===== src/design/fqss_pkg.sv =====
`timescale 1ns / 1ps
package fqss_pkg;

    localparam int DEPTH  = 16;
    localparam int PTR_W  = $clog2(DEPTH);
    localparam int CNT_W  = $clog2(DEPTH + 1);
    localparam int DATA_W = 32;
    localparam int OP_W   = 3;
    localparam int ST_W   = 3;

    // stream payload widths, rounded up to whole bytes
    localparam int IN_DATA_W  = ((3 * DATA_W + CNT_W + 7) / 8) * 8;
    localparam int OUT_DATA_W = ((DATA_W + PTR_W + CNT_W + 1 + 7) / 8) * 8;

    localparam logic [OP_W-1:0] OP_ENQ  = 3'd0;
    localparam logic [OP_W-1:0] OP_DEQ  = 3'd1;
    localparam logic [OP_W-1:0] OP_MUL  = 3'd2;
    localparam logic [OP_W-1:0] OP_SRCH = 3'd3;
    localparam logic [OP_W-1:0] OP_CLR  = 3'd4;
    localparam logic [OP_W-1:0] OP_REM  = 3'd5;

    localparam logic [ST_W-1:0] ST_OK        = 3'd0;
    localparam logic [ST_W-1:0] ST_UNDERFLOW = 3'd1;
    localparam logic [ST_W-1:0] ST_NOT_FOUND = 3'd2;
    localparam logic [ST_W-1:0] ST_TOO_MANY  = 3'd3;
    localparam logic [ST_W-1:0] ST_FULL      = 3'd4;

    typedef struct packed {
        logic latch;     // capture request fields
        logic exec;      // run the single-step part of the operation
        logic sweep;     // walk the stored entries
        logic load_out;  // load the result register
    } t_cmd;

    typedef struct packed {
        logic is_sweep;
        logic sweep_done;
    } t_sts;

    // ring pointer advance; n never exceeds DEPTH
    function automatic logic [PTR_W-1:0] ring_add(logic [PTR_W-1:0] p, logic [CNT_W-1:0] n);
        logic [CNT_W:0] s;
        s = {{(CNT_W + 1 - PTR_W){1'b0}}, p} + {1'b0, n};
        if (s >= (CNT_W + 1)'(DEPTH)) begin
            s = s - (CNT_W + 1)'(DEPTH);
        end
        return s[PTR_W-1:0];
    endfunction

endpackage


===== src/design/fqss_ram.sv =====
`timescale 1ns / 1ps
module fqss_ram #(
    parameter int WIDTH = 32,
    parameter int DEPTH = 16
) (
    input  logic                       i_clk,
    input  logic                       i_wr_en,
    input  logic [$clog2(DEPTH)-1:0]   i_wr_addr,
    input  logic [WIDTH-1:0]           i_wr_data,
    input  logic                       i_rd_en,
    input  logic [$clog2(DEPTH)-1:0]   i_rd_addr,
    output logic [WIDTH-1:0]           o_rd_data
);

    logic [WIDTH-1:0] r_mem [DEPTH];
    logic [WIDTH-1:0] r_rd_data;

    always_ff @(posedge i_clk) begin
        if (i_wr_en) begin
            r_mem[i_wr_addr] <= i_wr_data;
        end
        // read data holds until the next read
        if (i_rd_en) begin
            r_rd_data <= r_mem[i_rd_addr];
        end
    end

    assign o_rd_data = r_rd_data;

endmodule


===== src/design/fqss_ctrl.sv =====
`timescale 1ns / 1ps
module fqss_ctrl
    import fqss_pkg::*;
(
    input  logic i_clk,
    input  logic i_rst_n,
    input  logic i_in_valid,
    output logic o_in_ready,
    output logic o_out_valid,
    input  logic i_out_ready,
    input  t_sts i_sts,
    output t_cmd o_cmd
);

    typedef enum logic [3:0] {
        S_IDLE   = 4'b0001,
        S_EXEC   = 4'b0010,
        S_SWEEP  = 4'b0100,
        S_RESULT = 4'b1000
    } t_state;

    t_state r_state, n_state;
    logic   r_out_vld, n_out_vld;
    logic   out_free;

    assign out_free   = !r_out_vld || i_out_ready;
    assign o_in_ready = (r_state == S_IDLE);

    always_comb begin
        n_state        = r_state;
        n_out_vld      = r_out_vld;
        o_cmd          = '0;
        if (r_out_vld && i_out_ready) begin
            n_out_vld = 1'b0;
        end
        unique case (r_state)
            S_IDLE: begin
                if (i_in_valid) begin
                    o_cmd.latch = 1'b1;
                    n_state     = S_EXEC;
                end
            end
            S_EXEC: begin
                o_cmd.exec = 1'b1;
                n_state    = i_sts.is_sweep ? S_SWEEP : S_RESULT;
            end
            S_SWEEP: begin
                o_cmd.sweep = 1'b1;
                if (i_sts.sweep_done) begin
                    n_state = S_RESULT;
                end
            end
            S_RESULT: begin
                // wait for the previous result to drain
                if (out_free) begin
                    o_cmd.load_out = 1'b1;
                    n_out_vld      = 1'b1;
                    n_state        = S_IDLE;
                end
            end
            default: begin
                n_state = S_IDLE;
            end
        endcase
    end

    always_ff @(posedge i_clk) begin
        if (!i_rst_n) begin
            r_state   <= S_IDLE;
            r_out_vld <= 1'b0;
        end else begin
            r_state   <= n_state;
            r_out_vld <= n_out_vld;
        end
    end

    assign o_out_valid = r_out_vld;

endmodule


===== src/design/fqss_dp.sv =====
`timescale 1ns / 1ps
module fqss_dp
    import fqss_pkg::*;
(
    input  logic                  i_clk,
    input  logic                  i_rst_n,
    input  t_cmd                  i_cmd,
    output t_sts                  o_sts,
    input  logic [OP_W-1:0]       i_op,
    input  logic [IN_DATA_W-1:0]  i_data,
    output logic [ST_W-1:0]       o_status,
    output logic [OUT_DATA_W-1:0] o_data
);

    // queue state
    logic [PTR_W-1:0]  r_head, n_head;
    logic [PTR_W-1:0]  r_tail, n_tail;
    logic [CNT_W-1:0]  r_count, n_count;

    // captured request
    logic [OP_W-1:0]   r_op, n_op;
    logic [DATA_W-1:0] r_item, n_item;
    logic [DATA_W-1:0] r_factor, n_factor;
    logic [DATA_W-1:0] r_key, n_key;
    logic [CNT_W-1:0]  r_nrem, n_nrem;
    logic [ST_W-1:0]   r_status, n_status;

    // sweep pipeline: issue read, data back, product write
    logic [CNT_W-1:0]  r_rd_idx, n_rd_idx;
    logic [PTR_W-1:0]  r_sw_ptr, n_sw_ptr;
    logic              r_rd_vld, n_rd_vld;
    logic [PTR_W-1:0]  r_rd_slot, n_rd_slot;
    logic [PTR_W-1:0]  r_rd_off, n_rd_off;
    logic              r_wr_vld, n_wr_vld;
    logic [PTR_W-1:0]  r_wr_slot, n_wr_slot;
    logic [DATA_W-1:0] r_prod, n_prod;
    logic              r_found, n_found;
    logic [PTR_W-1:0]  r_index, n_index;

    // result register
    logic [ST_W-1:0]   r_o_status, n_o_status;
    logic [DATA_W-1:0] r_o_value, n_o_value;
    logic [PTR_W-1:0]  r_o_index, n_o_index;
    logic [CNT_W-1:0]  r_o_count, n_o_count;
    logic              r_o_empty, n_o_empty;

    logic              ram_wr_en;
    logic [PTR_W-1:0]  ram_wr_addr;
    logic [DATA_W-1:0] ram_wr_data;
    logic              ram_rd_en;
    logic [PTR_W-1:0]  ram_rd_addr;
    logic [DATA_W-1:0] ram_rd_data;
    logic              issue;
    logic              full;

    fqss_ram #(
        .WIDTH (DATA_W),
        .DEPTH (DEPTH)
    ) u_ram (
        .i_clk     (i_clk),
        .i_wr_en   (ram_wr_en),
        .i_wr_addr (ram_wr_addr),
        .i_wr_data (ram_wr_data),
        .i_rd_en   (ram_rd_en),
        .i_rd_addr (ram_rd_addr),
        .o_rd_data (ram_rd_data)
    );

    assign full  = (r_count == CNT_W'(DEPTH));
    assign issue = i_cmd.sweep && (r_rd_idx != r_count) && !r_found;

    assign o_sts.is_sweep   = (r_op == OP_MUL) || (r_op == OP_SRCH);
    assign o_sts.sweep_done = ((r_rd_idx == r_count) || r_found) && !r_rd_vld && !r_wr_vld;

    always_comb begin
        n_head     = r_head;
        n_tail     = r_tail;
        n_count    = r_count;
        n_op       = r_op;
        n_item     = r_item;
        n_factor   = r_factor;
        n_key      = r_key;
        n_nrem     = r_nrem;
        n_status   = r_status;
        n_rd_idx   = r_rd_idx;
        n_sw_ptr   = r_sw_ptr;
        n_rd_vld   = 1'b0;
        n_rd_slot  = r_rd_slot;
        n_rd_off   = r_rd_off;
        n_wr_vld   = r_rd_vld && (r_op == OP_MUL);
        n_wr_slot  = r_rd_slot;
        n_prod     = ram_rd_data * r_factor;
        n_found    = r_found;
        n_index    = r_index;
        n_o_status = r_o_status;
        n_o_value  = r_o_value;
        n_o_index  = r_o_index;
        n_o_count  = r_o_count;
        n_o_empty  = r_o_empty;

        ram_wr_en   = 1'b0;
        ram_wr_addr = r_wr_slot;
        ram_wr_data = r_prod;
        ram_rd_en   = 1'b0;
        ram_rd_addr = r_sw_ptr;

        if (i_cmd.latch) begin
            n_op     = i_op;
            n_item   = i_data[DATA_W-1:0];
            n_factor = i_data[2*DATA_W-1:DATA_W];
            n_key    = i_data[3*DATA_W-1:2*DATA_W];
            n_nrem   = i_data[3*DATA_W+CNT_W-1:3*DATA_W];
            n_rd_idx = '0;
            n_sw_ptr = r_head;
            n_found  = 1'b0;
        end

        if (i_cmd.exec) begin
            n_status = ST_OK;
            unique case (r_op)
                OP_ENQ: begin
                    if (full) begin
                        n_status = ST_FULL;
                    end else begin
                        ram_wr_en   = 1'b1;
                        ram_wr_addr = r_tail;
                        ram_wr_data = r_item;
                        n_tail      = ring_add(r_tail, CNT_W'(1));
                        n_count     = r_count + CNT_W'(1);
                    end
                end
                OP_DEQ: begin
                    if (r_count == '0) begin
                        n_status = ST_UNDERFLOW;
                    end else begin
                        ram_rd_en   = 1'b1;
                        ram_rd_addr = r_head;
                        n_head      = ring_add(r_head, CNT_W'(1));
                        n_count     = r_count - CNT_W'(1);
                    end
                end
                OP_SRCH: begin
                    n_status = ST_NOT_FOUND;
                end
                OP_CLR: begin
                    n_head  = '0;
                    n_tail  = '0;
                    n_count = '0;
                end
                OP_REM: begin
                    if (r_nrem > r_count) begin
                        n_status = ST_TOO_MANY;
                    end else begin
                        n_head  = ring_add(r_head, r_nrem);
                        n_count = r_count - r_nrem;
                    end
                end
                default: begin
                    n_status = ST_OK;
                end
            endcase
        end

        if (issue) begin
            ram_rd_en   = 1'b1;
            ram_rd_addr = r_sw_ptr;
            n_rd_vld    = 1'b1;
            n_rd_slot   = r_sw_ptr;
            n_rd_off    = r_rd_idx[PTR_W-1:0];
            n_sw_ptr    = ring_add(r_sw_ptr, CNT_W'(1));
            n_rd_idx    = r_rd_idx + CNT_W'(1);
        end

        // reads issued past a match are dropped here
        if (r_rd_vld && (r_op == OP_SRCH) && !r_found && (ram_rd_data == r_key)) begin
            n_found = 1'b1;
            n_index = r_rd_off;
        end

        if (r_wr_vld) begin
            ram_wr_en   = 1'b1;
            ram_wr_addr = r_wr_slot;
            ram_wr_data = r_prod;
        end

        if (i_cmd.load_out) begin
            n_o_status = ((r_op == OP_SRCH) && r_found) ? ST_OK : r_status;
            n_o_value  = ((r_op == OP_DEQ) && (r_status == ST_OK)) ? ram_rd_data : '0;
            n_o_index  = r_found ? r_index : '0;
            n_o_count  = r_count;
            n_o_empty  = (r_count == '0);
        end
    end

    always_ff @(posedge i_clk) begin
        if (!i_rst_n) begin
            r_head   <= '0;
            r_tail   <= '0;
            r_count  <= '0;
            r_rd_vld <= 1'b0;
            r_wr_vld <= 1'b0;
            r_found  <= 1'b0;
        end else begin
            r_head   <= n_head;
            r_tail   <= n_tail;
            r_count  <= n_count;
            r_rd_vld <= n_rd_vld;
            r_wr_vld <= n_wr_vld;
            r_found  <= n_found;
        end
    end

    always_ff @(posedge i_clk) begin
        r_op       <= n_op;
        r_item     <= n_item;
        r_factor   <= n_factor;
        r_key      <= n_key;
        r_nrem     <= n_nrem;
        r_status   <= n_status;
        r_rd_idx   <= n_rd_idx;
        r_sw_ptr   <= n_sw_ptr;
        r_rd_slot  <= n_rd_slot;
        r_rd_off   <= n_rd_off;
        r_wr_slot  <= n_wr_slot;
        r_prod     <= n_prod;
        r_index    <= n_index;
        r_o_status <= n_o_status;
        r_o_value  <= n_o_value;
        r_o_index  <= n_o_index;
        r_o_count  <= n_o_count;
        r_o_empty  <= n_o_empty;
    end

    assign o_status = r_o_status;
    assign o_data   = {{(OUT_DATA_W - DATA_W - PTR_W - CNT_W - 1){1'b0}},
                       r_o_empty, r_o_count, r_o_index, r_o_value};

endmodule


===== src/design/fifo_queue_with_scale_and_search_top.sv =====
`timescale 1ns / 1ps
// Bounded queue of 32-bit signed words (DEPTH entries) with scale and search.
// Request channel s_axis: tuser carries the operation (enqueue, dequeue,
// multiply all, search, clear, remove n); tdata carries the operands.
// Result channel m_axis: one result per request; tuser carries the status,
// tdata the dequeued word, found index, count after the operation and empty flag.
// One request is worked on at a time. A request is taken in the idle state;
// for enqueue, dequeue, clear, remove n and unused codes, it passes through the
// execute and result states before its result is loaded and m_axis_tvalid rises.
// Multiply all and search walk the stored entries through the one read port of
// the entry RAM, one entry per cycle, in a sweep state between execute and
// result; search stops early at a match.
// The next request is accepted the cycle after its predecessor's result is
// loaded, even if that result is still waiting on m_axis_tready.
// If the receiver stalls, the result holds in the output register and a
// finished request waits for it to drain before its own result is loaded.
// Reset (i_rst_n low, synchronous) empties the queue; entry contents are not
// cleared and need no clearing pass.
module fifo_queue_with_scale_and_search_top
    import fqss_pkg::*;
(
    input  logic                  i_clk,
    input  logic                  i_rst_n,
    input  logic                  s_axis_tvalid,
    output logic                  s_axis_tready,
    // item_value[31:0], factor[63:32], search_value[95:64], remove_count[100:96]
    input  logic [IN_DATA_W-1:0]  s_axis_tdata,
    // operation[2:0]
    input  logic [OP_W-1:0]       s_axis_tuser,
    output logic                  m_axis_tvalid,
    input  logic                  m_axis_tready,
    // out_value[31:0], found_index[35:32], item_count[40:36], is_empty[41]
    output logic [OUT_DATA_W-1:0] m_axis_tdata,
    // status[2:0]
    output logic [ST_W-1:0]       m_axis_tuser
);

    t_cmd cmd;
    t_sts sts;

    fqss_ctrl u_ctrl (
        .i_clk       (i_clk),
        .i_rst_n     (i_rst_n),
        .i_in_valid  (s_axis_tvalid),
        .o_in_ready  (s_axis_tready),
        .o_out_valid (m_axis_tvalid),
        .i_out_ready (m_axis_tready),
        .i_sts       (sts),
        .o_cmd       (cmd)
    );

    fqss_dp u_dp (
        .i_clk    (i_clk),
        .i_rst_n  (i_rst_n),
        .i_cmd    (cmd),
        .o_sts    (sts),
        .i_op     (s_axis_tuser),
        .i_data   (s_axis_tdata),
        .o_status (m_axis_tuser),
        .o_data   (m_axis_tdata)
    );

endmodule

===== config.mk =====
export PLATFORM = sky130hd
export DESIGN_NAME = fifo_queue_with_scale_and_search_top
export DESIGN_NICKNAME = d
export VERILOG_FILES = /design/src/design/fqss_pkg.sv /design/src/design/fqss_ram.sv /design/src/design/fqss_ctrl.sv /design/src/design/fqss_dp.sv /design/src/design/fifo_queue_with_scale_and_search_top.sv
export SDC_FILE = /design/constraint.sdc
export NUM_CORES = 2
export LEC_CHECK = 0
export BUFFER_PORTS_ARGS = -buffer_cell sky130_fd_sc_hd__buf_4
export CAP_MARGIN = 10
export CORE_UTILIZATION = 30
export DETAILED_ROUTE_END_ITERATION = 10
export HOLD_SLACK_MARGIN = 0.12
export PLACE_DENSITY_LB_ADDON = 0.15
export SLEW_MARGIN = 20
export SYNTH_ARGS = -nofsm -noshare
export SYNTH_HDL_FRONTEND = slang
export SYNTH_HIERARCHICAL = 1
export SYNTH_SLANG_ARGS = --single-unit

===== constraint.sdc =====
create_clock -name i_clk -period 6.75 [get_ports i_clk]
set_clock_uncertainty 0.15 [all_clocks]
set_input_delay 0.675 -clock i_clk [delete_from_list [all_inputs] [get_ports i_clk]]
set_output_delay 0.675 -clock i_clk [all_outputs]
set_load 0.01 [all_outputs]

# Word level (Yosys, flattened, before mapping)
# Memory sizes are Yosys's and may differ from the RTL's. A register that Yosys moved wholly into a read port is not among the register bits.
# Index checks and enable logic that the tools add are counted.
dict set report totals {
  register_bits 230
  mem_bits_rw 512
  in_bits 111
  output_inout_bits 53
  mem_count 1
}
dict set report classes {
  addsub 12
  n_mul 1
  magnitude_cmp 5
  eq_ne 19
  mux 60
  reduce_logical 30
}
# name words word_bits read_ports rd_clocked_by_memory_dff write_ports line_no
set mem_list {}
lappend mem_list {u_dp.u_ram.r_mem 16 32 1 1 1 fqss_ram.sv:15} ;# logic [WIDTH-1:0] r_mem [DEPTH];
# cell n
set op_table {}
lappend op_table {{32-bit two-way mux} 4}
lappend op_table {{4-bit two-way mux} 21}
lappend op_table {{32-bit == test} 1}
lappend op_table {{32-bit by 32-bit multiplier with 32-bit output} 1}
lappend op_table {{5-bit two-way mux} 5}
lappend op_table {{1-bit two-way mux} 23}
lappend op_table {{5-bit one-hot mux with 4 select lines} 1}
lappend op_table {{4-bit one-hot mux with 4 select lines} 1}
lappend op_table {{4-bit by 1-bit subtractor with 4-bit output (second input constant)} 4}
lappend op_table {{4-bit by 1-bit adder with 5-bit output (second input constant)} 3}
lappend op_table {{5-bit >= comparator (second input constant)} 3}
lappend op_table {{3-bit one-hot mux with 4 select lines} 1}
lappend op_table {{4-bit one-hot mux with 3 select lines} 1}
lappend op_table {{1-bit logical AND} 11}
lappend op_table {{5-bit by 1-bit adder with 5-bit output (second input constant)} 2}
lappend op_table {{2-bit != test (second input constant)} 5}
lappend op_table {{4-bit one-hot mux with 2 select lines} 1}
lappend op_table {{4-bit by 5-bit adder with 6-bit output} 1}
lappend op_table {{3-bit by 2-bit == test with 1-bit output (second input constant)} 2}
lappend op_table {{3-bit == test (second input constant)} 2}
lappend op_table {{6-bit by 5-bit >= comparator with 1-bit output (second input constant)} 1}
lappend op_table {{3-bit logical NOT} 2}
lappend op_table {{3-bit AND reduction} 2}
lappend op_table {{2-bit nonzero test} 3}
lappend op_table {{21 further kinds} 26}

# Depth between registers and ports, before layout
dict set report depth {
  word_depth 7
  ltp_mapped 26
  mapped_depth_nobuf 24
}

# Modules after synthesis
# The synthesis kept the hierarchy.
# module n_inst cells_each area_per_inst_um2 seq_area_each_um2
set modules_own_cells {}
lappend modules_own_cells {fqss_dp 1 2288 24410.9 6236.0}
lappend modules_own_cells {fqss_ram 1 838 20174.3 16335.7}
lappend modules_own_cells {fqss_ctrl 1 28 282.8 100.1}

# Least setup slack after synthesis
# OpenSTA, ideal clock, no wires.
dict set report synth_timing {
  kind {flip-flop to flip-flop}
  start {register u_dp.u_ram.r_rd_data[13], in the netlist u_dp/u_ram/o_rd_data[13], read port of u_dp.u_ram.r_mem}
  end {register u_dp.r_prod[31]}
  setup_time_ps 121
  arrival_ps 6742
  t_required_ps 6479
  slack_ps -262
  path_stages_with_launch 24
  synth_period_minus_slack_ps 7012
  path_cell_list {edfxtp_1 clkbuf_1 clkbuf_1 and2_1 fa_1 fa_1 fa_1 inv_1 fa_1 inv_1 fa_1 inv_1 fa_1 inv_1 fa_1 fa_1 ha_1 a21o_1 a221o_1 a21oi_2 o32ai_2 o31a_1 a41o_1 xnor2_1}
}
dict set report synth_via {
  elab_chain_len 1
}
# element line_no
set synth_lines {}
lappend synth_lines {{start: declaration} fqss_ram.sv:16} ;# logic [WIDTH-1:0] r_rd_data;
lappend synth_lines {{32-bit by 32-bit multiplier with 32-bit output} fqss_dp.sv:92} ;# n_prod = ram_rd_data * r_factor;
lappend synth_lines {{named net u_dp.n_prod[31]} fqss_dp.sv:36} ;# logic [DATA_W-1:0] r_prod, n_prod;
lappend synth_lines {{end signal: assignment} fqss_dp.sv:225} ;# r_prod <= n_prod;
lappend synth_lines {{end: declaration} fqss_dp.sv:36}
# The timed path passes the listed nets, and every way through them passes these cells.
# A chain may end at the register's enable or synchronous reset.

# Final worst setup path
dict set report layout_timing {
  start {register u_dp.r_factor[5]}
  end {register u_dp.r_prod[31]}
}
dict set report layout_via {
  elab_chain_len 1
}
# element line_no
set layout_lines {}
lappend layout_lines {{start: declaration} fqss_dp.sv:23} ;# logic [DATA_W-1:0] r_factor, n_factor;
lappend layout_lines {{start signal: assignment} fqss_dp.sv:216} ;# r_factor <= n_factor;
lappend layout_lines {{32-bit by 32-bit multiplier with 32-bit output} fqss_dp.sv:92}
lappend layout_lines {{named net u_dp.n_prod[31]} fqss_dp.sv:36}
# The timed path passes the listed nets, and every way through them passes these cells.

==> results.json <==
{
  "outcome": "complete, but fails checks",
  "violations": "setup timing",
  "clk_pin_slew_ns": 0.06,
  "timing.fmax_ghz": 0.1462,
  "cellLeakagePower_nw": 21.00,
  "die_w_um": 388.7,
  "ioPinCount": 164,
  "yosys.area.top_type": "edfxtp_1",
  "seq_area_frac_synth_pct": 50.53,
  "drc": 0,
  "layout_setup_ws_ns": -0.09047,
  "cap_violations": 0,
  "synth_top_area_share_pct": 47.99,
  "mappedNetlistArea_um2": 44870,
  "dp_cells": 5298,
  "rsz0062_at_grt": "true",
  "grt_max_degree": 47,
  "start_util_pct": 30.31,
  "hold_viol": 0,
  "worst-r2r-cell-count": 22,
  "cts-root-buf": "clkbuf_16",
  "antenna_found_initial": 10,
  "synth_flop_cell": "edfxtp_1",
  "hold_depth": 0,
  "row_count": 141,
  "finalMaxSlewViolations": 0,
  "wirelength_um": 130200,
  "wire_per_inst_um": 23.29,
  "clk_latency_ns": 0.71,
  "critPathCaptureType": "flip-flop",
  "cts_inserted_buffers": 90,
  "dp_hpwl_um": 93070,
  "io_buffers": 154,
  "cp_data_required_time_ns": 7.19,
  "drive_gt1_share_pct": 21.11,
  "slew_headroom_pct": 27.49,
  "async_reset_ff_share_pct": 0,
  "drtAntennaViolNets": 0,
  "grt_usage_pct": 17.53,
  "arrival_ns": 7.28,
  "ys_top_cells_by_area": "edfxtp_1 48%, fa_1 18%, mux4_2 6.4%, and2_1 5.1%, ha_1 3.8%",
  "nets": 4238,
  "setup_tns_ns": -0.3902,
  "min_period_over_period_pct": 101.3,
  "synth-seq-cells": 774,
  "syn_area_per_cell_um2": 14.23,
  "areaGrowthSynthToFinish_pct": 20.69,
  "vias_per_cell": 4.607,
  "grt.busiest_layer": "met2",
  "dieArea_um2": 151100,
  "start_kind": "flip-flop",
  "core_area_um2": 148000,
  "ys_warn_count": 6,
  "grtUsageMet1_pct": 24.43,
  "die_h_um": 388.7,
  "vias": 25753,
  "ir_worst_vdd_mv": 1.244,
  "synth-edff-count": 717,
  "setup_violations": 6,
  "grt-ovfl-total": 0,
  "cp_max_fo": 10,
  "first_global_vias": 27975,
  "met3_usage_pct": 2.068,
  "drtIter0Drc": 1705,
  "hold_path.class": "reg -> reg",
  "clock_path_buffers": 3,
  "numClockSinks": 774,
  "powerDensity_nw_per_um2": 544.0,
  "place_congestion": 0.8172,
  "cts_tree": "yes",
  "path_class": "reg -> reg",
  "met2_usage_pct": 29.05,
  "worst_pin_slew_ns": 1.085,
  "layout.cells.non_filler": 5590,
  "first_pass_iters": 7,
  "synth_cells": 3154,
  "finalCriticalPeriod_ns": 6.840,
  "ys_types": 79,
  "grt_pass1_wl_um": 192700,
  "ctsHtreeMaxLevel": 3
}
[cell usage after synthesis (all sizes together), types with 4 or more instances]
master and instances:
edfxtp 717, fa 411, inv 407, and2 369
nand2 266, ha 137, mux4 128, clkbuf 110
xnor2 81, a22oi 67, dfxtp 57, xor2 55
nor2 53, buf 50, mux2 41, a21oi 31
o21ai 22, nor3 16, nand3 15, a21o 14
nand2b 13, nor4 11, nor2b 9, o21a 7
and3 5, mux2i 5, a211oi 4, o21bai 4
[power by group]
part / switching (mW) / internal [mW] / leakage, nW
registers: 0.0977 / 6.02 / 7.05
logic: 9.46 / 9.02 / 12.5
clock network: 2.15 / 2.71 / 1.41
[metal layers]
metal / part of all wire (%) / vias to the layer above
met5: 0.010 / -
met4: 2.0 / 2
met3: 3.3 / 151
met2: 48 / 479
met1: 46 / 13575
li1: - / 11546
[stage by stage]
stage	area (um^2)	power (mW)	hold slack, ns	util, %	setup WS [ns]
6_report	54150	29.46	0.1944	36.58	-0.09047
3_3_place_gp	49740	23.45	0.1752	33.60	-0.2841
4_1_cts	53990	29.49	0.1957	36.47	-0.1750
5_1_grt	54140	31.82	0.2020	36.58	-0.3506
2_1_floorplan	44950	15.95	0.1733	-	0.04018
3_5_place_dp	49750	23.19	0.1819	33.61	-0.2775
[worst paths after layout]
| kind | start | endpoint | slack, ns |
|---|---|---|---|
| min | u_dp/n_wr_slot[0]$_DFFE_PP_ | u_dp/r_wr_slot[0]$_DFF_P_ | 0.19 |
| max reg2reg | u_dp/r_factor[5]$_DFFE_PP_ | u_dp/r_prod[31]$_DFF_P_ | -0.09 |
| max | u_dp/r_factor[5]$_DFFE_PP_ | u_dp/r_prod[31]$_DFF_P_ | -0.09 |
| min reg2reg | u_dp/n_wr_slot[0]$_DFFE_PP_ | u_dp/r_wr_slot[0]$_DFF_P_ | 0.19 |
[sequential cells by signal, indices dropped and copies added (netlist names), 32 cells and up]
name and count:
u_dp/r_factor 32, u_dp/r_item 32, u_dp/r_key 32, u_dp/r_o_value 32, u_dp/r_prod 32, u_dp/u_ram/o_rd_data 32, u_dp/u_ram/r_mem 512
[layout make-up]
class / instances / area [um^2]
repair buffers: 488 / 4235
flip-flops and latches: 774 / 22670
clock buffers: 109 / 2344
diodes: 3 / 7.507
clock inverters: 61 / 581.8
inverters: 407 / 1528
well taps: 1930 / 2415
multi-input cells: 1818 / 20370
fillers: 14207 / 93870
[worst max-delay path: stages, from the launching register on]
cell,delay (ns)
edfxtp_1,0.38
buf_6,0.16
and2_4,0.16
fa_1,0.51
fa_1,0.43
fa_1,0.51
inv_2,0.04
fa_1,0.53
inv_1,0.05
fa_1,0.47
inv_1,0.05
fa_1,0.49
inv_2,0.04
fa_1,0.50
fa_1,0.58
ha_4,0.22
and3_4,0.18
a221o_1,0.34
a21oi_2,0.16
o32ai_2,0.13
o31a_1,0.33
a41o_1,0.22
xnor2_1,0.12
[logic make-up (layout without fill, tap and decap cells)]
logic type,after synthesis,after routing,synth area share [%]
xor+xnor,136,136,2.655
compound gates,178,178,2.867
other cells,1,9,0.008358
mux,174,174,7.566
flops,774,774,50.53
simple gates,776,776,9.133
buf+inv,567,1065,5.084
fa+ha+maj,548,548,22.16
[cell usage in the layout, fill, tap and decap left out, types with 8 or more instances in the layout]
| master | count |
|---|---|
| edfxtp_1 | 717 |
| inv_1 | 405 |
| fa_1 | 403 |
| and2_1 | 363 |
| buf_4 | 345 |
| nand2_1 | 262 |
| ha_1 | 131 |
| mux4_2 | 128 |
| dlygate4sd3_1 | 108 |
| clkbuf_16 | 90 |
| xnor2_1 | 79 |
| a22oi_1 | 67 |
| dfxtp_1 | 57 |
| xor2_1 | 54 |
| nor2_1 | 36 |
| mux2_2 | 36 |
| a21oi_1 | 24 |
| buf_12 | 19 |
| clkinv_1 | 17 |
| clkbuf_1 | 17 |
| nand3_1 | 15 |
| o21ai_0 | 15 |
| nor2_4 | 15 |
| buf_6 | 15 |
| clkinv_2 | 14 |
| a21o_1 | 14 |
| nand2b_1 | 12 |
| nor3_1 | 10 |
| nor4_1 | 10 |
| fa_2 | 8 |
[repair_timing]
item | CTS | global route
setup buffers | 11 | 1
gates resized for setup | 34 | 34
hold buffers | 108 | 0
pin swaps | 9 | 19
setup endpoints to repair | 9 | 15
hold endpoints to repair | 110 | 0
Power figures use the tool's default switching activity.
